File: src/rtl/ostp_pkg.sv
// ----------------------------------------------------------------------------
// One-shot timer pool package
// Shared field widths, command, kind and status codes, and the control
// struct for the remaining-count unit.
// ----------------------------------------------------------------------------
package ostp_pkg;

  localparam int DUR_W    = 16;
  localparam int SLOT_W   = 5;
  localparam int STATUS_W = 2;

  localparam logic CMD_TICK  = 1'b0;
  localparam logic CMD_START = 1'b1;

  localparam logic KIND_REPLY  = 1'b0;
  localparam logic KIND_EXPIRY = 1'b1;

  localparam logic [STATUS_W-1:0] STATUS_OK            = 2'd0;
  localparam logic [STATUS_W-1:0] STATUS_ZERO_DURATION = 2'd1;
  localparam logic [STATUS_W-1:0] STATUS_NO_FREE_SLOT  = 2'd2;

  typedef struct packed {
    logic wr_en;
    logic rd_en;
    logic load;
  } cnt_ctl_t;

endpackage

File: src/rtl/ostp_count_unit.sv
// ----------------------------------------------------------------------------
// Remaining-count unit
// Holds the per-slot remaining counts in a memory with a registered read
// port and provides the shared decrementer and its zero detect.
// ----------------------------------------------------------------------------
module ostp_count_unit
  import ostp_pkg::*;
#(
  parameter int DEPTH = 32,
  parameter int AW    = 5
) (
  input  logic             clk,
  input  cnt_ctl_t         ctl,
  input  logic [AW-1:0]    waddr,
  input  logic [AW-1:0]    raddr,
  input  logic [DUR_W-1:0] load_value,
  output logic             dec_zero
);

  logic [DUR_W-1:0] mem [DEPTH];
  logic [DUR_W-1:0] rd_data;
  logic [DUR_W-1:0] wr_data;
  logic [DUR_W-1:0] dec;

  assign dec      = rd_data - DUR_W'(1);
  assign dec_zero = (dec == '0);
  assign wr_data  = ctl.load ? load_value : dec;

  always_ff @(posedge clk) begin
    if (ctl.wr_en) begin
      mem[waddr] <= wr_data;
    end
  end

  always_ff @(posedge clk) begin
    if (ctl.rd_en) begin
      rd_data <= mem[raddr];
    end
  end

endmodule

File: src/rtl/one_shot_timer_pool.sv
// ----------------------------------------------------------------------------
// One-shot timer pool
// A pool of one-shot timers: start commands claim the lowest free slot and
// tick commands count every running slot down, reporting expiries in order.
// ----------------------------------------------------------------------------
// The input channel (in_valid, in_ready, cmd, duration) takes one command per
// transaction. A start with a nonzero duration scans the slots from zero for
// the first free one, claims it and returns one reply; a zero duration or a
// full pool returns an error reply at once or after the scan. A tick walks all
// SLOT_COUNT slots through a two-stage read and decrement path on one shared
// count memory and returns one expiry transaction per slot that reaches zero,
// in ascending slot order, with last set on the final one; a tick that expires
// nothing returns no transaction.
// A start scans one slot per cycle and a tick walks the count memory one slot
// per cycle unless stalled. in_ready is high only while no command is in
// progress.
// Results leave through an output register, so a new command can be taken
// while the previous result waits. When the receiver stalls, the walk stops
// at the next result that cannot be placed and resumes once it drains.
// Reset frees every slot; the counts themselves are not cleared.
// ----------------------------------------------------------------------------
module one_shot_timer_pool
  import ostp_pkg::*;
#(
  parameter int SLOT_COUNT = 32
) (
  input  logic                clk,
  input  logic                rst,
  input  logic                in_valid,
  output logic                in_ready,
  input  logic                cmd,
  input  logic [DUR_W-1:0]    duration,
  output logic                out_valid,
  input  logic                out_ready,
  output logic                kind,
  output logic [SLOT_W-1:0]   slot,
  output logic [STATUS_W-1:0] status,
  output logic                last
);

  localparam int AW = (SLOT_COUNT > 1) ? $clog2(SLOT_COUNT) : 1;
  localparam int CW = $clog2(SLOT_COUNT + 1);
  localparam logic [CW-1:0] END_CNT = CW'(SLOT_COUNT);

  typedef enum logic [2:0] {
    ST_IDLE,
    ST_FIND,
    ST_REPLY,
    ST_TICK,
    ST_FLUSH
  } state_t;

  state_t                state;
  logic [SLOT_COUNT-1:0] running;
  logic [CW-1:0]         cnt;
  logic [DUR_W-1:0]      dur_q;
  logic [SLOT_W-1:0]     rep_slot;
  logic [STATUS_W-1:0]   rep_status;
  logic                  s2_valid;
  logic                  s2_run;
  logic [AW-1:0]         s2_idx;
  logic                  pend_valid;
  logic [SLOT_W-1:0]     pend_slot;

  logic [AW-1:0]   cnt_idx;
  logic [AW+4:0]   cnt_ext;
  logic [AW+4:0]   s2_ext;
  logic            scan_more;
  logic            out_free;
  logic            expire;
  logic            stall;
  logic            claim;
  cnt_ctl_t        ctl;
  logic [AW-1:0]   waddr;
  logic            dec_zero;

  assign cnt_idx   = cnt[AW-1:0];
  assign cnt_ext   = {5'd0, cnt_idx};
  assign s2_ext    = {5'd0, s2_idx};
  assign scan_more = (cnt < END_CNT);
  assign out_free  = !out_valid || out_ready;
  assign in_ready  = (state == ST_IDLE);

  assign expire = (state == ST_TICK) && s2_valid && s2_run && dec_zero;
  assign stall  = expire && pend_valid && !out_free;
  assign claim  = (state == ST_FIND) && scan_more && !running[cnt_idx];

  assign ctl.load  = (state == ST_FIND);
  assign ctl.wr_en = claim || ((state == ST_TICK) && s2_valid && s2_run && !stall);
  assign ctl.rd_en = (state == ST_TICK) && scan_more && !stall;
  assign waddr     = (state == ST_FIND) ? cnt_idx : s2_idx;

  ostp_count_unit #(
    .DEPTH(SLOT_COUNT),
    .AW   (AW)
  ) u_count (
    .clk       (clk),
    .ctl       (ctl),
    .waddr     (waddr),
    .raddr     (cnt_idx),
    .load_value(dur_q),
    .dec_zero  (dec_zero)
  );

  always_ff @(posedge clk) begin
    if (rst) begin
      state      <= ST_IDLE;
      running    <= '0;
      cnt        <= '0;
      s2_valid   <= 1'b0;
      pend_valid <= 1'b0;
      out_valid  <= 1'b0;
    end else begin
      if (out_valid && out_ready) begin
        out_valid <= 1'b0;
      end
      case (state)
        ST_IDLE: begin
          if (in_valid) begin
            dur_q      <= duration;
            cnt        <= '0;
            s2_valid   <= 1'b0;
            pend_valid <= 1'b0;
            if (cmd == CMD_START) begin
              if (duration == '0) begin
                rep_slot   <= '0;
                rep_status <= STATUS_ZERO_DURATION;
                state      <= ST_REPLY;
              end else begin
                state <= ST_FIND;
              end
            end else begin
              state <= ST_TICK;
            end
          end
        end
        ST_FIND: begin
          if (!scan_more) begin
            rep_slot   <= '0;
            rep_status <= STATUS_NO_FREE_SLOT;
            state      <= ST_REPLY;
          end else if (!running[cnt_idx]) begin
            running[cnt_idx] <= 1'b1;
            rep_slot         <= cnt_ext[4:0];
            rep_status       <= STATUS_OK;
            state            <= ST_REPLY;
          end else begin
            cnt <= cnt + CW'(1);
          end
        end
        ST_REPLY: begin
          if (out_free) begin
            out_valid <= 1'b1;
            kind      <= KIND_REPLY;
            slot      <= rep_slot;
            status    <= rep_status;
            last      <= 1'b1;
            state     <= ST_IDLE;
          end
        end
        ST_TICK: begin
          if (!stall) begin
            if (scan_more) begin
              s2_valid <= 1'b1;
              s2_idx   <= cnt_idx;
              s2_run   <= running[cnt_idx];
              cnt      <= cnt + CW'(1);
            end else begin
              s2_valid <= 1'b0;
            end
            if (expire) begin
              running[s2_idx] <= 1'b0;
              pend_slot       <= s2_ext[4:0];
              pend_valid      <= 1'b1;
              if (pend_valid) begin
                out_valid <= 1'b1;
                kind      <= KIND_EXPIRY;
                slot      <= pend_slot;
                status    <= STATUS_OK;
                last      <= 1'b0;
              end
            end
            if (!scan_more && !s2_valid) begin
              state <= ST_FLUSH;
            end
          end
        end
        ST_FLUSH: begin
          if (!pend_valid) begin
            state <= ST_IDLE;
          end else if (out_free) begin
            out_valid  <= 1'b1;
            kind       <= KIND_EXPIRY;
            slot       <= pend_slot;
            status     <= STATUS_OK;
            last       <= 1'b1;
            pend_valid <= 1'b0;
            state      <= ST_IDLE;
          end
        end
        default: begin
          state <= ST_IDLE;
        end
      endcase
    end
  end

  a_idle_no_pending: assert property (@(posedge clk) disable iff (rst)
    (state == ST_IDLE) |-> !pend_valid)
    else $error("Expiry left pending after the tick finished.");

  a_expiry_status_ok: assert property (@(posedge clk) disable iff (rst)
    (out_valid && (kind == KIND_EXPIRY)) |-> (status == STATUS_OK))
    else $error("Expiry transaction carries a nonzero status.");

  a_reply_is_last: assert property (@(posedge clk) disable iff (rst)
    (out_valid && (kind == KIND_REPLY)) |-> last)
    else $error("Start reply is not marked as the final transaction.");

  a_flush_pipe_empty: assert property (@(posedge clk) disable iff (rst)
    (state == ST_FLUSH) |-> !s2_valid)
    else $error("Slot still in the decrement stage after the walk ended.");

endmodule
File: config.mk
export PLATFORM = sky130hd
export DESIGN_NAME = one_shot_timer_pool
export DESIGN_NICKNAME = d
export VERILOG_FILES = /design/src/rtl/ostp_pkg.sv /design/src/rtl/ostp_count_unit.sv /design/src/rtl/one_shot_timer_pool.sv
export SDC_FILE = /design/constraint.sdc
export NUM_CORES = 1
export LEC_CHECK = 0
export BUFFER_PORTS_ARGS = -buffer_cell sky130_fd_sc_hd__buf_2
export CAP_MARGIN = 25
export CORE_MARGIN = 2
export CORE_UTILIZATION = 50
export DETAILED_ROUTE_END_ITERATION = 7
export PLACE_DENSITY = 0.73
export REMOVE_ABC_BUFFERS = 1
export SLEW_MARGIN = 10
export SYNTH_ARGS = -nofsm -noshare
export SYNTH_HDL_FRONTEND = slang
export SYNTH_HIERARCHICAL = 1
export SYNTH_SLANG_ARGS = --single-unit
File: constraint.sdc
create_clock -name clk -period 6 [get_ports clk]
set_input_delay 1.2 -clock clk [delete_from_list [all_inputs] [get_ports clk]]
set_output_delay 1.2 -clock clk [all_outputs]
set_load 0.005 [all_outputs]
==> summary.md, run 1 <==
| Metric | Value |
|---|---|
| Router iterations before antenna repair | 6 |
| Hold_buf cts | 0 |
| Tmin final | 4650 ps |
| Via count | 13.2k |
| Max-Cap Viols | 0 |
| Number of buffers created by CTS | 58 |
| Clock network power share | 39.1% |
| Internal | 7.44 mW |
| Endpoint kind of the worst setup timing path | flop |
| Synth cell types | 63 |
| Placed Cells incl. Taps | 2,042 |
| Worst setup path class | flop to flop |
| Worst hold path type | flop to flop |
| Hold Slack | 495 ps |
| Sw Share | 23.4% |
| Die ar. | 51,500 sq um |
| Critical Path RT | 6290 ps |
| Via density | 6.15 |
| Die W | 227 um |
| Top FF cell, synth | edfxtp_1 |
| Seq pwr share | 52.0% |
| # IOs | 32 |
| Post-DP HPWL | 33,000 um |
| Gpl congestion | 0.852 |
| Placed Area | 26,000 sq um |
| Hold Vio Cnt, Final | 0 |
| Worst slew pin tran | 1060 ps |
| Post-layout nets | 1,465 |
| Asr flop ratio synth | 0% |
| Synthesized area per cell | 18.1 sq um |
| Synth Warn # | 6 |
| Final setup viols | 0 |
| Clock-pin slew on the worst setup and hold paths | 60 ps |
| Synth area leader | edfxtp_1 |
| Setup WS post-layout | 1350 ps |
| Iter 0 DRT Violations | 1,609 |
| Worst slack, placed | 1550 ps |
| CTS root buffer | clkbuf_16 |
| Post-synth design cell area | 24,900 sq um |
| Unrepaired setup endpoints after global routing | false |
| Global route overflow | 0 |
| Ratio of cells with drive above 1 in the final layout | 25.5% |
| CTS tree | done |
| Register bit total from synthesis | 615 |
| Top cell type's share of synthesized area | 69.0% |
| Post-layout util | 57.1% |
| Worst-path fanout max | 16 |
| Core Box Area | 49,100 sq um |
| DRC | 0 |
| Slew HR | 28.6% |
| DIE HEIGHT | 227 um |
| Post-CTS setup repair buffer count | 0 |
| Number of synthesized flops with an enable pin | 571 |
| Cell area after layout | 28,000 sq um |
| Register area share after synthesis | 72.5% |
| Row cnt | 81 |
| Final Instance Count excl. Fillers | 2,154 |
| Area grow syn2layout | 12.6% |
| CP Launch Type | flop |
| Routed wire per std cell | 25.8 um |
| Largest net degree at the start of global routing | 136 |
| # port buffers | 31 |
| Critical Path AT | 4940 ps |
| Synth top area cells | edfxtp_1 (69%), mux4_2 (12%), dfxtp_1 (3.5%) |
| Clock skew | 15.0 ps |
| Clock latency at the later pin of the worst-skew pair | 620 ps |
| Clock Path Buffers | 3 |
| Sink Count | 615 |
| Starting Density | 50.7% |
| Pins over their slew limit | 0 |
| Post-CTS Resized | 0 |
| Status | finished clean |
| First-pass GRT wire length | 83,600 um |
| Vias in the first global route | 13.3k |
| All-Layer GR Usage | 22.2% |
| Initial antenna violation count | 2 |
| Peak VDD IR | 0.303 mV |
| Mapped Cells | 1,371 |
| DRT Wirelength | 55,600 um |
| H-tree levels | 2 |
| Leak | 8.60 nW |
| F_max | 215 MHz |
| Comb pwr share | 8.9% |
| Psw | 2.27 mW |
| Period utilization | 77.5% |
| PD cells | 347 nW/um^2 |
| Routed Antenna Nets | 0 |
-- area by class of cell --
cell class,count,area [sq um]
Clock buffer,65,1500
Multi-Input combinational cell,668,6510
Timing Repair Buffer,82,583
Fill cell,3622,21000
Tap cell,664,831
Inverter,13,48.8
Antenna cell,2,5.00
Clock inverter,45,490
Sequential cell,615,18000
-- logic make-up (layout without fill, tap and decap cells) --
kind of cell	Yosys count	in the layout	synth area share [%]
AOI/OAI and AO/OA	179	179	4.68
xor gates and xnor gates	12	12	0.423
adders and majority gates	6	6	0.302
buffers and inverters	88	205	1.50
DFF	615	615	72.5
muxes	216	216	15.5
other	0	2	0
and+or+nand+nor	255	255	5.08
-- placed cells by master, fill, tap and decap left out, drive strengths merged, types with 4 or more instances in the layout --
cell / synthesis / final
nor2b: 12 / 12
a21oi: 62 / 62
xor2: 7 / 7
o21ai: 39 / 39
bufinv: 0 / 10
nand3: 11 / 11
or4: 4 / 4
dfxtp: 44 / 44
nand2: 63 / 63
a211oi: 22 / 22
or3: 6 / 6
ha: 6 / 6
nand3b: 8 / 8
and3: 4 / 4
nor3: 15 / 15
edfxtp: 571 / 571
xnor2: 5 / 5
clkinv: 0 / 32
buf: 40 / 82
mux2i: 39 / 39
a32oi: 28 / 28
mux4: 131 / 131
nor3b: 4 / 4
nor4: 14 / 14
nand4: 5 / 5
nor2: 89 / 89
mux2: 46 / 46
clkbuf: 35 / 65
inv: 13 / 13
nand2b: 8 / 8
-- registers in the layout, summed over array words and instances, names as in the netlist, 2 cells and up --
signal           cells
cnt                  6
dur_q               16
pend_slot            5
rep_slot             5
rep_status           2
running             32
s2_idx               5
slot                 5
state                3
status               2
u_count/mem        512
u_count/rd_data     16
-- power groups by stage --
stage	Clock, mW	Combinational (mW)	Sequential, mW
final	3.80	0.862	5.05
after floorplan	0	0.465	5.15
after global routing	4.03	0.923	5.06
after global placement	0	0.821	5.14
after detailed placement	0	0.859	5.14
after CTS	3.86	0.859	5.05
-- cell usage after synthesis (4+ instances only) --
library cell	number
xnor2_1	5
mux2i_1	39
ha_1	6
nor3_1	14
nor2b_1	12
o21ai_0	39
a211oi_1	22
and3_1	4
dfxtp_1	44
buf_2	20
a32oi_1	28
nor4_1	12
nand2b_1	8
nor2_1	89
a21oi_1	58
buf_1	17
a21oi_2	4
clkbuf_1	35
nand4_1	5
xor2_1	7
nand3_1	11
mux4_2	131
mux2_2	45
inv_1	12
edfxtp_1	571
nand3b_1	8
nand2_1	63
or3_1	6
-- metrics by stage --
step	setup TNS, ps	power (mW)
2_1_floorplan	-1386110	5.61
3_3_place_gp	0	5.96
3_5_place_dp	0	6.00
4_1_cts	0	9.77
5_1_grt	0	10.0
6_report	0	9.71
-- worst paths after layout --
kind	from	endpoint	slack, ps	cells past startpoint
setup reg to reg	u_count/rd_data[0]	u_count/mem[7][14]	1350	13
hold reg to reg	running[6]	running[6]	490	2
setup / recovery	u_count/rd_data[0]	u_count/mem[7][14]	1350	13
hold / removal	running[6]	running[6]	490	2
-- critical path, stage by stage, from the launching register on --
cell and delay (ps):
edfxtp_1 490, inv_1 100, ha_1 240, nor3b_2 510, nand4_1 190, xnor2_1 230
a21oi_1 60, nor4b_2 170, nand3_1 120, nor3_1 90, o31ai_1 870, nand3_1 600
nor2_1 310, buf_4 340
-- layer usage --
layer	wire (um)	GRT usage [%]	share of wire [%]
met5	0	0	0
met4	1320	6.37	2.4
met3	4440	4.32	8.0
met2	28000	37.1	50
met1	21800	30.0	39
Note: power is estimated with default switching activity, not from simulation.
==> run 2: changes to the inputs <==
Settings changed: PLACE_DENSITY 0.73 to 0.75.
Clock period 6 ns to 3.8 ns, I/O delays scaled along.
==> run 2 against run 1 <==
Final cell count rose by 2.6%. Combinational power is 88% higher. Critical path type unchanged. First-iteration DRC count up 9.3%. Register-to-register slack lost 1300 ps. Sequential power increased by 57%.
==> summary.md, run 2 (synthesized netlist as in run 1, its figures left out) <==
| Metric | Value |
|---|---|
| Status | finished clean |
| DRC | 0 |
| Routed Antenna Nets | 0 |
| Clock Path Buffers | 3 |
| Worst slack, placed | -130 ps |
| Most flop-heavy register | u_count/mem |
| Worst setup path class | flop to flop |
| Starting Density | 50.7% |
| Gpl congestion | 0.917 |
| Period utilization | 98.1% |
| Row cnt | 81 |
| Post-DP HPWL | 34,900 um |
| Critical Path RT | 4140 ps |
| Critical path cell sequence | buf_4 > nor3b_2 > buf_4 > o21ai_0 > a32oi_1 > nor4b_4 > nand3_2 > nor3_2 > buf_4 > o31ai_4 > nand3b_1 > buf_4 > nor2_1 > buf_12 |
| H-tree levels | 2 |
| CP Launch Type | flop |
| First-pass GRT wire length | 86,700 um |
| Initial antenna violation count | 4 |
| Router iterations before antenna repair | 6 |
| Final setup viols | 0 |
| Pins over their slew limit | 0 |
| CTS root buffer | clkbuf_16 |
| F_max | 268 MHz |
| Max incr delay on CP | 540 ps |
| Via density | 6.15 |
| Iter 0 DRT Violations | 1,759 |
| Worst hold path type | input port to flop |
| Vias in the first global route | 13.5k |
| PD cells | 529 nW/um^2 |
| Area grow syn2layout | 14.9% |
| Total power draw | 15.1 mW |
| DRT Wirelength | 58,400 um |
| Biggest regs | u_count/mem (512), running (32) |
| Hold Slack | 318 ps |
| Number of flip-flops in the largest register | 512 |
| Clock-pin slew on the worst setup and hold paths | 70 ps |
| Core Box Area | 49,100 sq um |
| Worst slew pin tran | 1060 ps |
| Tmin final | 3730 ps |
| Max-Cap Viols | 0 |
| Number of buffers created by CTS | 58 |
| Via count | 13.6k |
| Die W | 227 um |
| Critical Path AT | 4070 ps |
| # port buffers | 31 |
| Die ar. | 51,500 sq um |
| Post-layout nets | 1,521 |
| Ratio of cells with drive above 1 in the final layout | 28.2% |
| Setup WS post-layout | 70.3 ps |
| Slowest cell on the critical path | nor2_1 |
| Routed wire per std cell | 26.5 um |
| Top delay family on crit path | simple AND/OR/NAND/NOR gates |
| Most common cell on crit path | buf_4 |
| Most frequent cells in the layout | edfxtp_1 (571), mux4_2 (131), nor2_1 (88), buf_4 (85), nand2_1 (63) |
| Post-layout util | 58.3% |
| CTS tree | done |
| Clock skew | 29.8 ps |
| Sink Count | 615 |
| Hold_buf cts | 0 |
| All-Layer GR Usage | 23.1% |
| Global route overflow | 0 |
| Slew HR | 29.0% |
| Leak | 8.85 nW |
| Clock latency at the later pin of the worst-skew pair | 640 ps |
| Hold Vio Cnt, Final | 0 |
| DIE HEIGHT | 227 um |
| CP bufs+invs | 5 |
| Worst-path fanout max | 11 |
| # IOs | 32 |
| Endpoint kind of the worst setup timing path | flop |
| Largest net degree at the start of global routing | 103 |
| Most common cell after layout, fill and taps aside | edfxtp_1 |
| Peak VDD IR | 0.371 mV |
-- run 2: area by class of cell --
cell class / instances / area [sq um]
fill: 3549 / 20500
sequential: 615 / 18000
multi-input combinational: 668 / 6600
clock buffer: 67 / 1490
timing repair buffer: 138 / 1230
tap: 664 / 831
clock inverter: 41 / 337
inverter: 13 / 48.8
antenna: 3 / 7.51
-- run 2: path summary, 6_finish.rpt --
check                           slack [ps]          startpoint                 to  cells past startpoint
worst max-delay path                    70  u_count/rd_data[2]  u_count/mem[1][5]                     14
worst min-delay path                   320         duration[1]           dur_q[1]                      1
worst max register to register          70  u_count/rd_data[2]  u_count/mem[1][5]                     14
worst min register to register         500          running[6]         running[6]                      2
-- run 2: power by group --
part	internal (mW)	switching, mW	leakage [nW]
Combinational	0.480	1.14	2.47
Clock	3.03	2.53	0.879
Sequential	7.87	0.0625	5.51
-- run 2: layer usage --
| metal | share of wire [%] | GRT usage (%) | vias up |
|---|---|---|---|
| met5 | 0.015 | 0 | - |
| met4 | 3.4 | 8.73 | 2 |
| met3 | 8.8 | 4.32 | 106 |
| met2 | 49 | 36.9 | 692 |
| met1 | 39 | 31.9 | 6966 |
| li1 | - | - | 5827 |
-- run 2: repair_timing --
action	CTS	global route
endpoints found under the setup margin	185	522
gates resized for setup	1	9
setup buffers	0	2
pin swaps	0	1
-- run 2: metrics by stage --
step           instances  cell area [sq um]  TNS (ps)
6_report            2209              28600         0
4_1_cts             2199              28400         0
5_1_grt             2209              28600    -23990
3_3_place_gp        2090              26500     -1900
3_5_place_dp        2091              26600    -13780
2_1_floorplan       1296              24500  -2657910
==> run 3: changes to the inputs <==
Settings changed: PLACE_DENSITY 0.75 to 0.71.
==> run 3 against run 2 <==
Clock power increased by 10%. Global-route usage rose by 0.35 points. First-iteration DRC count shrank 3.4%. Setup slack gained 130 ps. Total power rose by 3.7%. Die area unchanged. Critical path depth did not move. Worst hold slack got worse by 5.0 ps. Clock skew increased by 7.7 ps. Critical endpoint is now u_count/mem[25][3].
==> summary.md, run 3 (synthesized netlist as in run 1, its figures left out) <==
| Metric | Value |
|---|---|
| Status | finished clean |
| Most flop-heavy register | u_count/mem |
| First-pass GRT wire length | 87,500 um |
| Hold worst-path end | dur_q[9] |
| Ratio of cells with drive above 1 in the final layout | 28.1% |
| Sw Share | 23.9% |
| # port buffers | 31 |
| Endpoint kind of the worst setup timing path | flop |
| Worst slack, placed | -4.20 ps |
| Die W | 227 um |
| Critical Path AT | 3950 ps |
| Worst hold path type | input port to flop |
| Internal | 11.9 mW |
| DIE HEIGHT | 227 um |
| All-Layer GR Usage | 23.4% |
| Crit Reg-Reg Endpoint | u_count/mem[25][3] |
| Via density | 6.14 |
| Comb pwr share | 10.2% |
| Most common cell after layout, fill and taps aside | edfxtp_1 |
| Hold Vio Cnt, Final | 0 |
| DRT Wirelength | 58,800 um |
| Clock-pin slew on the worst setup and hold paths | 70 ps |
| DRC | 0 |
| Setup WS post-layout | 203 ps |
| Worst-path fanout max | 16 |
| Clock skew | 37.5 ps |
| F_max | 278 MHz |
| Setup slack, reg-to-reg | 200 ps |
| HP Start | duration[9] |
| Initial antenna violation count | 7 |
| Seq pwr share | 50.7% |
| Number of buffers created by CTS | 60 |
| Leak | 8.93 nW |
| CTS root buffer | clkbuf_16 |
| Via count | 13.6k |
| Routed Antenna Nets | 0 |
| Clock Path Buffers | 3 |
| Global route overflow | 0 |
| # IOs | 32 |
| Row cnt | 81 |
| Psw | 3.75 mW |
| Post-DP HPWL | 36,100 um |
| Most frequent cells in the layout | edfxtp_1 (571), mux4_2 (131), nor2_1 (87), buf_4 (84), nand2_1 (63) |
| Pins over their slew limit | 0 |
| Slew HR | 27.7% |
| Period utilization | 94.7% |
| Critical Path RT | 4150 ps |
| Post-layout nets | 1,518 |
| Tmin final | 3600 ps |
| H-tree levels | 2 |
| CP Launch Type | flop |
| PD cells | 545 nW/um^2 |
| Max-Cap Viols | 0 |
| R2R depth | 14 |
| Core Box Area | 49,100 sq um |
| Largest net degree at the start of global routing | 73 |
| Worst slew pin tran | 1080 ps |
| Gpl congestion | 0.906 |
| Peak VDD IR | 0.425 mV |
| Placed Cells incl. Taps | 2,090 |
| Hold path depth | 1 |
| Unrepaired setup endpoints after global routing | false |
| Clock network power share | 39.1% |
| Total power draw | 15.7 mW |
| Die ar. | 51,500 sq um |
| Biggest regs | u_count/mem (512), running (32) |
| Reg2reg start | u_count/rd_data[2] |
| Final setup viols | 0 |
| Clock latency at the later pin of the worst-skew pair | 640 ps |
| Area grow syn2layout | 15.5% |
| Routed wire per std cell | 26.6 um |
| Iter 0 DRT Violations | 1,699 |
| Hold Slack | 313 ps |
| Router iterations before antenna repair | 6 |
| Sink Count | 615 |
| CTS tree | done |
| Vias in the first global route | 13.5k |
| Starting Density | 50.7% |
| Setup TNS | 0 ps |
| Final Instance Count excl. Fillers | 2,208 |
| Worst setup path class | flop to flop |
| Number of flip-flops in the largest register | 512 |
run 3: cell count changes in the layout (fill, tap and decap cells not counted), moves of 2 or more:
cell and change:
bufinv_16 +7, clkinv_1 -2, diode_2 +2, clkinvlp_4 -2
clkbuf_16 +2, buf_6 -4, inv_6 -2
run 3: layout make-up:
type | count | area [sq um]
Inverter | 13 | 48.8
Tap cell | 664 | 831
Multi-Input combinational cell | 668 | 6580
Timing Repair Buffer | 133 | 1170
Clock buffer | 69 | 1540
Antenna cell | 5 | 12.5
Clock inverter | 41 | 499
Fill cell | 3567 | 20300
Sequential cell | 615 | 18000
run 3: stage by stage:
stage               utilization, %  instance area (sq um)
global placement              54.2                  26600
global route                  58.5                  28700
finish                        58.5                  28700
CTS                           58.3                  28600
floorplan                        -                  24500
detailed placement            54.2                  26600
run 3: how the worst max path moves through the flow:
| stage | slack (ps) | cells after the start | startpoint | end |
|---|---|---|---|---|
| global placement | 80 | 15 | u_count/rd_data[1] | u_count/mem[28][6] |
| finish | 200 | 14 | u_count/rd_data[2] | u_count/mem[25][3] |
| CTS | 110 | 15 | u_count/rd_data[1] | u_count/mem[24][6] |
| floorplan | -4870 | 7 | cnt[1] | u_count/mem[28][0] |
| detailed placement | -4 | 17 | u_count/rd_data[1] | u_count/mem[13][7] |
| global route | 10 | 17 | u_count/rd_data[1] | u_count/mem[25][3] |
run 3: critical path, stage by stage, from the launching register on:
cell      delay [ps]
edfxtp_1         420
or4_4            570
or4b_1           480
a21o_1           170
a21oi_1          140
nor4b_2          230
nand3_1          120
nor3_1           190
buf_4            150
o31ai_2          100
buf_4            170
nand3b_1          80
buf_4            190
nor2_1            60
buf_4            220
run 3: power by group through the flow:
stage          clock [mW]  sequential [mW]  combinational (mW)
2_1_floorplan           0             8.13               0.736
3_3_place_gp            0             8.08                1.50
3_5_place_dp            0             8.08                1.53
4_1_cts              6.21             7.94                1.53
5_1_grt              6.47             7.95                1.69
6_report             6.12             7.94                1.60
run 3: metal layers:
metal	vias up	wire [um]	part of all wire, %	global-route usage (%)
li1	5834	-	-	-
met1	7028	23400	40	32.0
met2	622	29900	51	39.1
met3	76	4240	7.2	3.73
met4	0	1210	2.1	7.38
met5	-	0	0	0
run 3: timing repair:
| item | 4_1_cts | 5_1_grt |
|---|---|---|
| setup buffers | 0 | 0 |
| endpoints found under the hold margin | 0 | 0 |
| hold buffers | 0 | 0 |
| endpoints found under the setup margin | 100 | 143 |
| pin swaps | 0 | 0 |
| cloned | 0 | 0 |
| gates resized for setup | 1 | 3 |
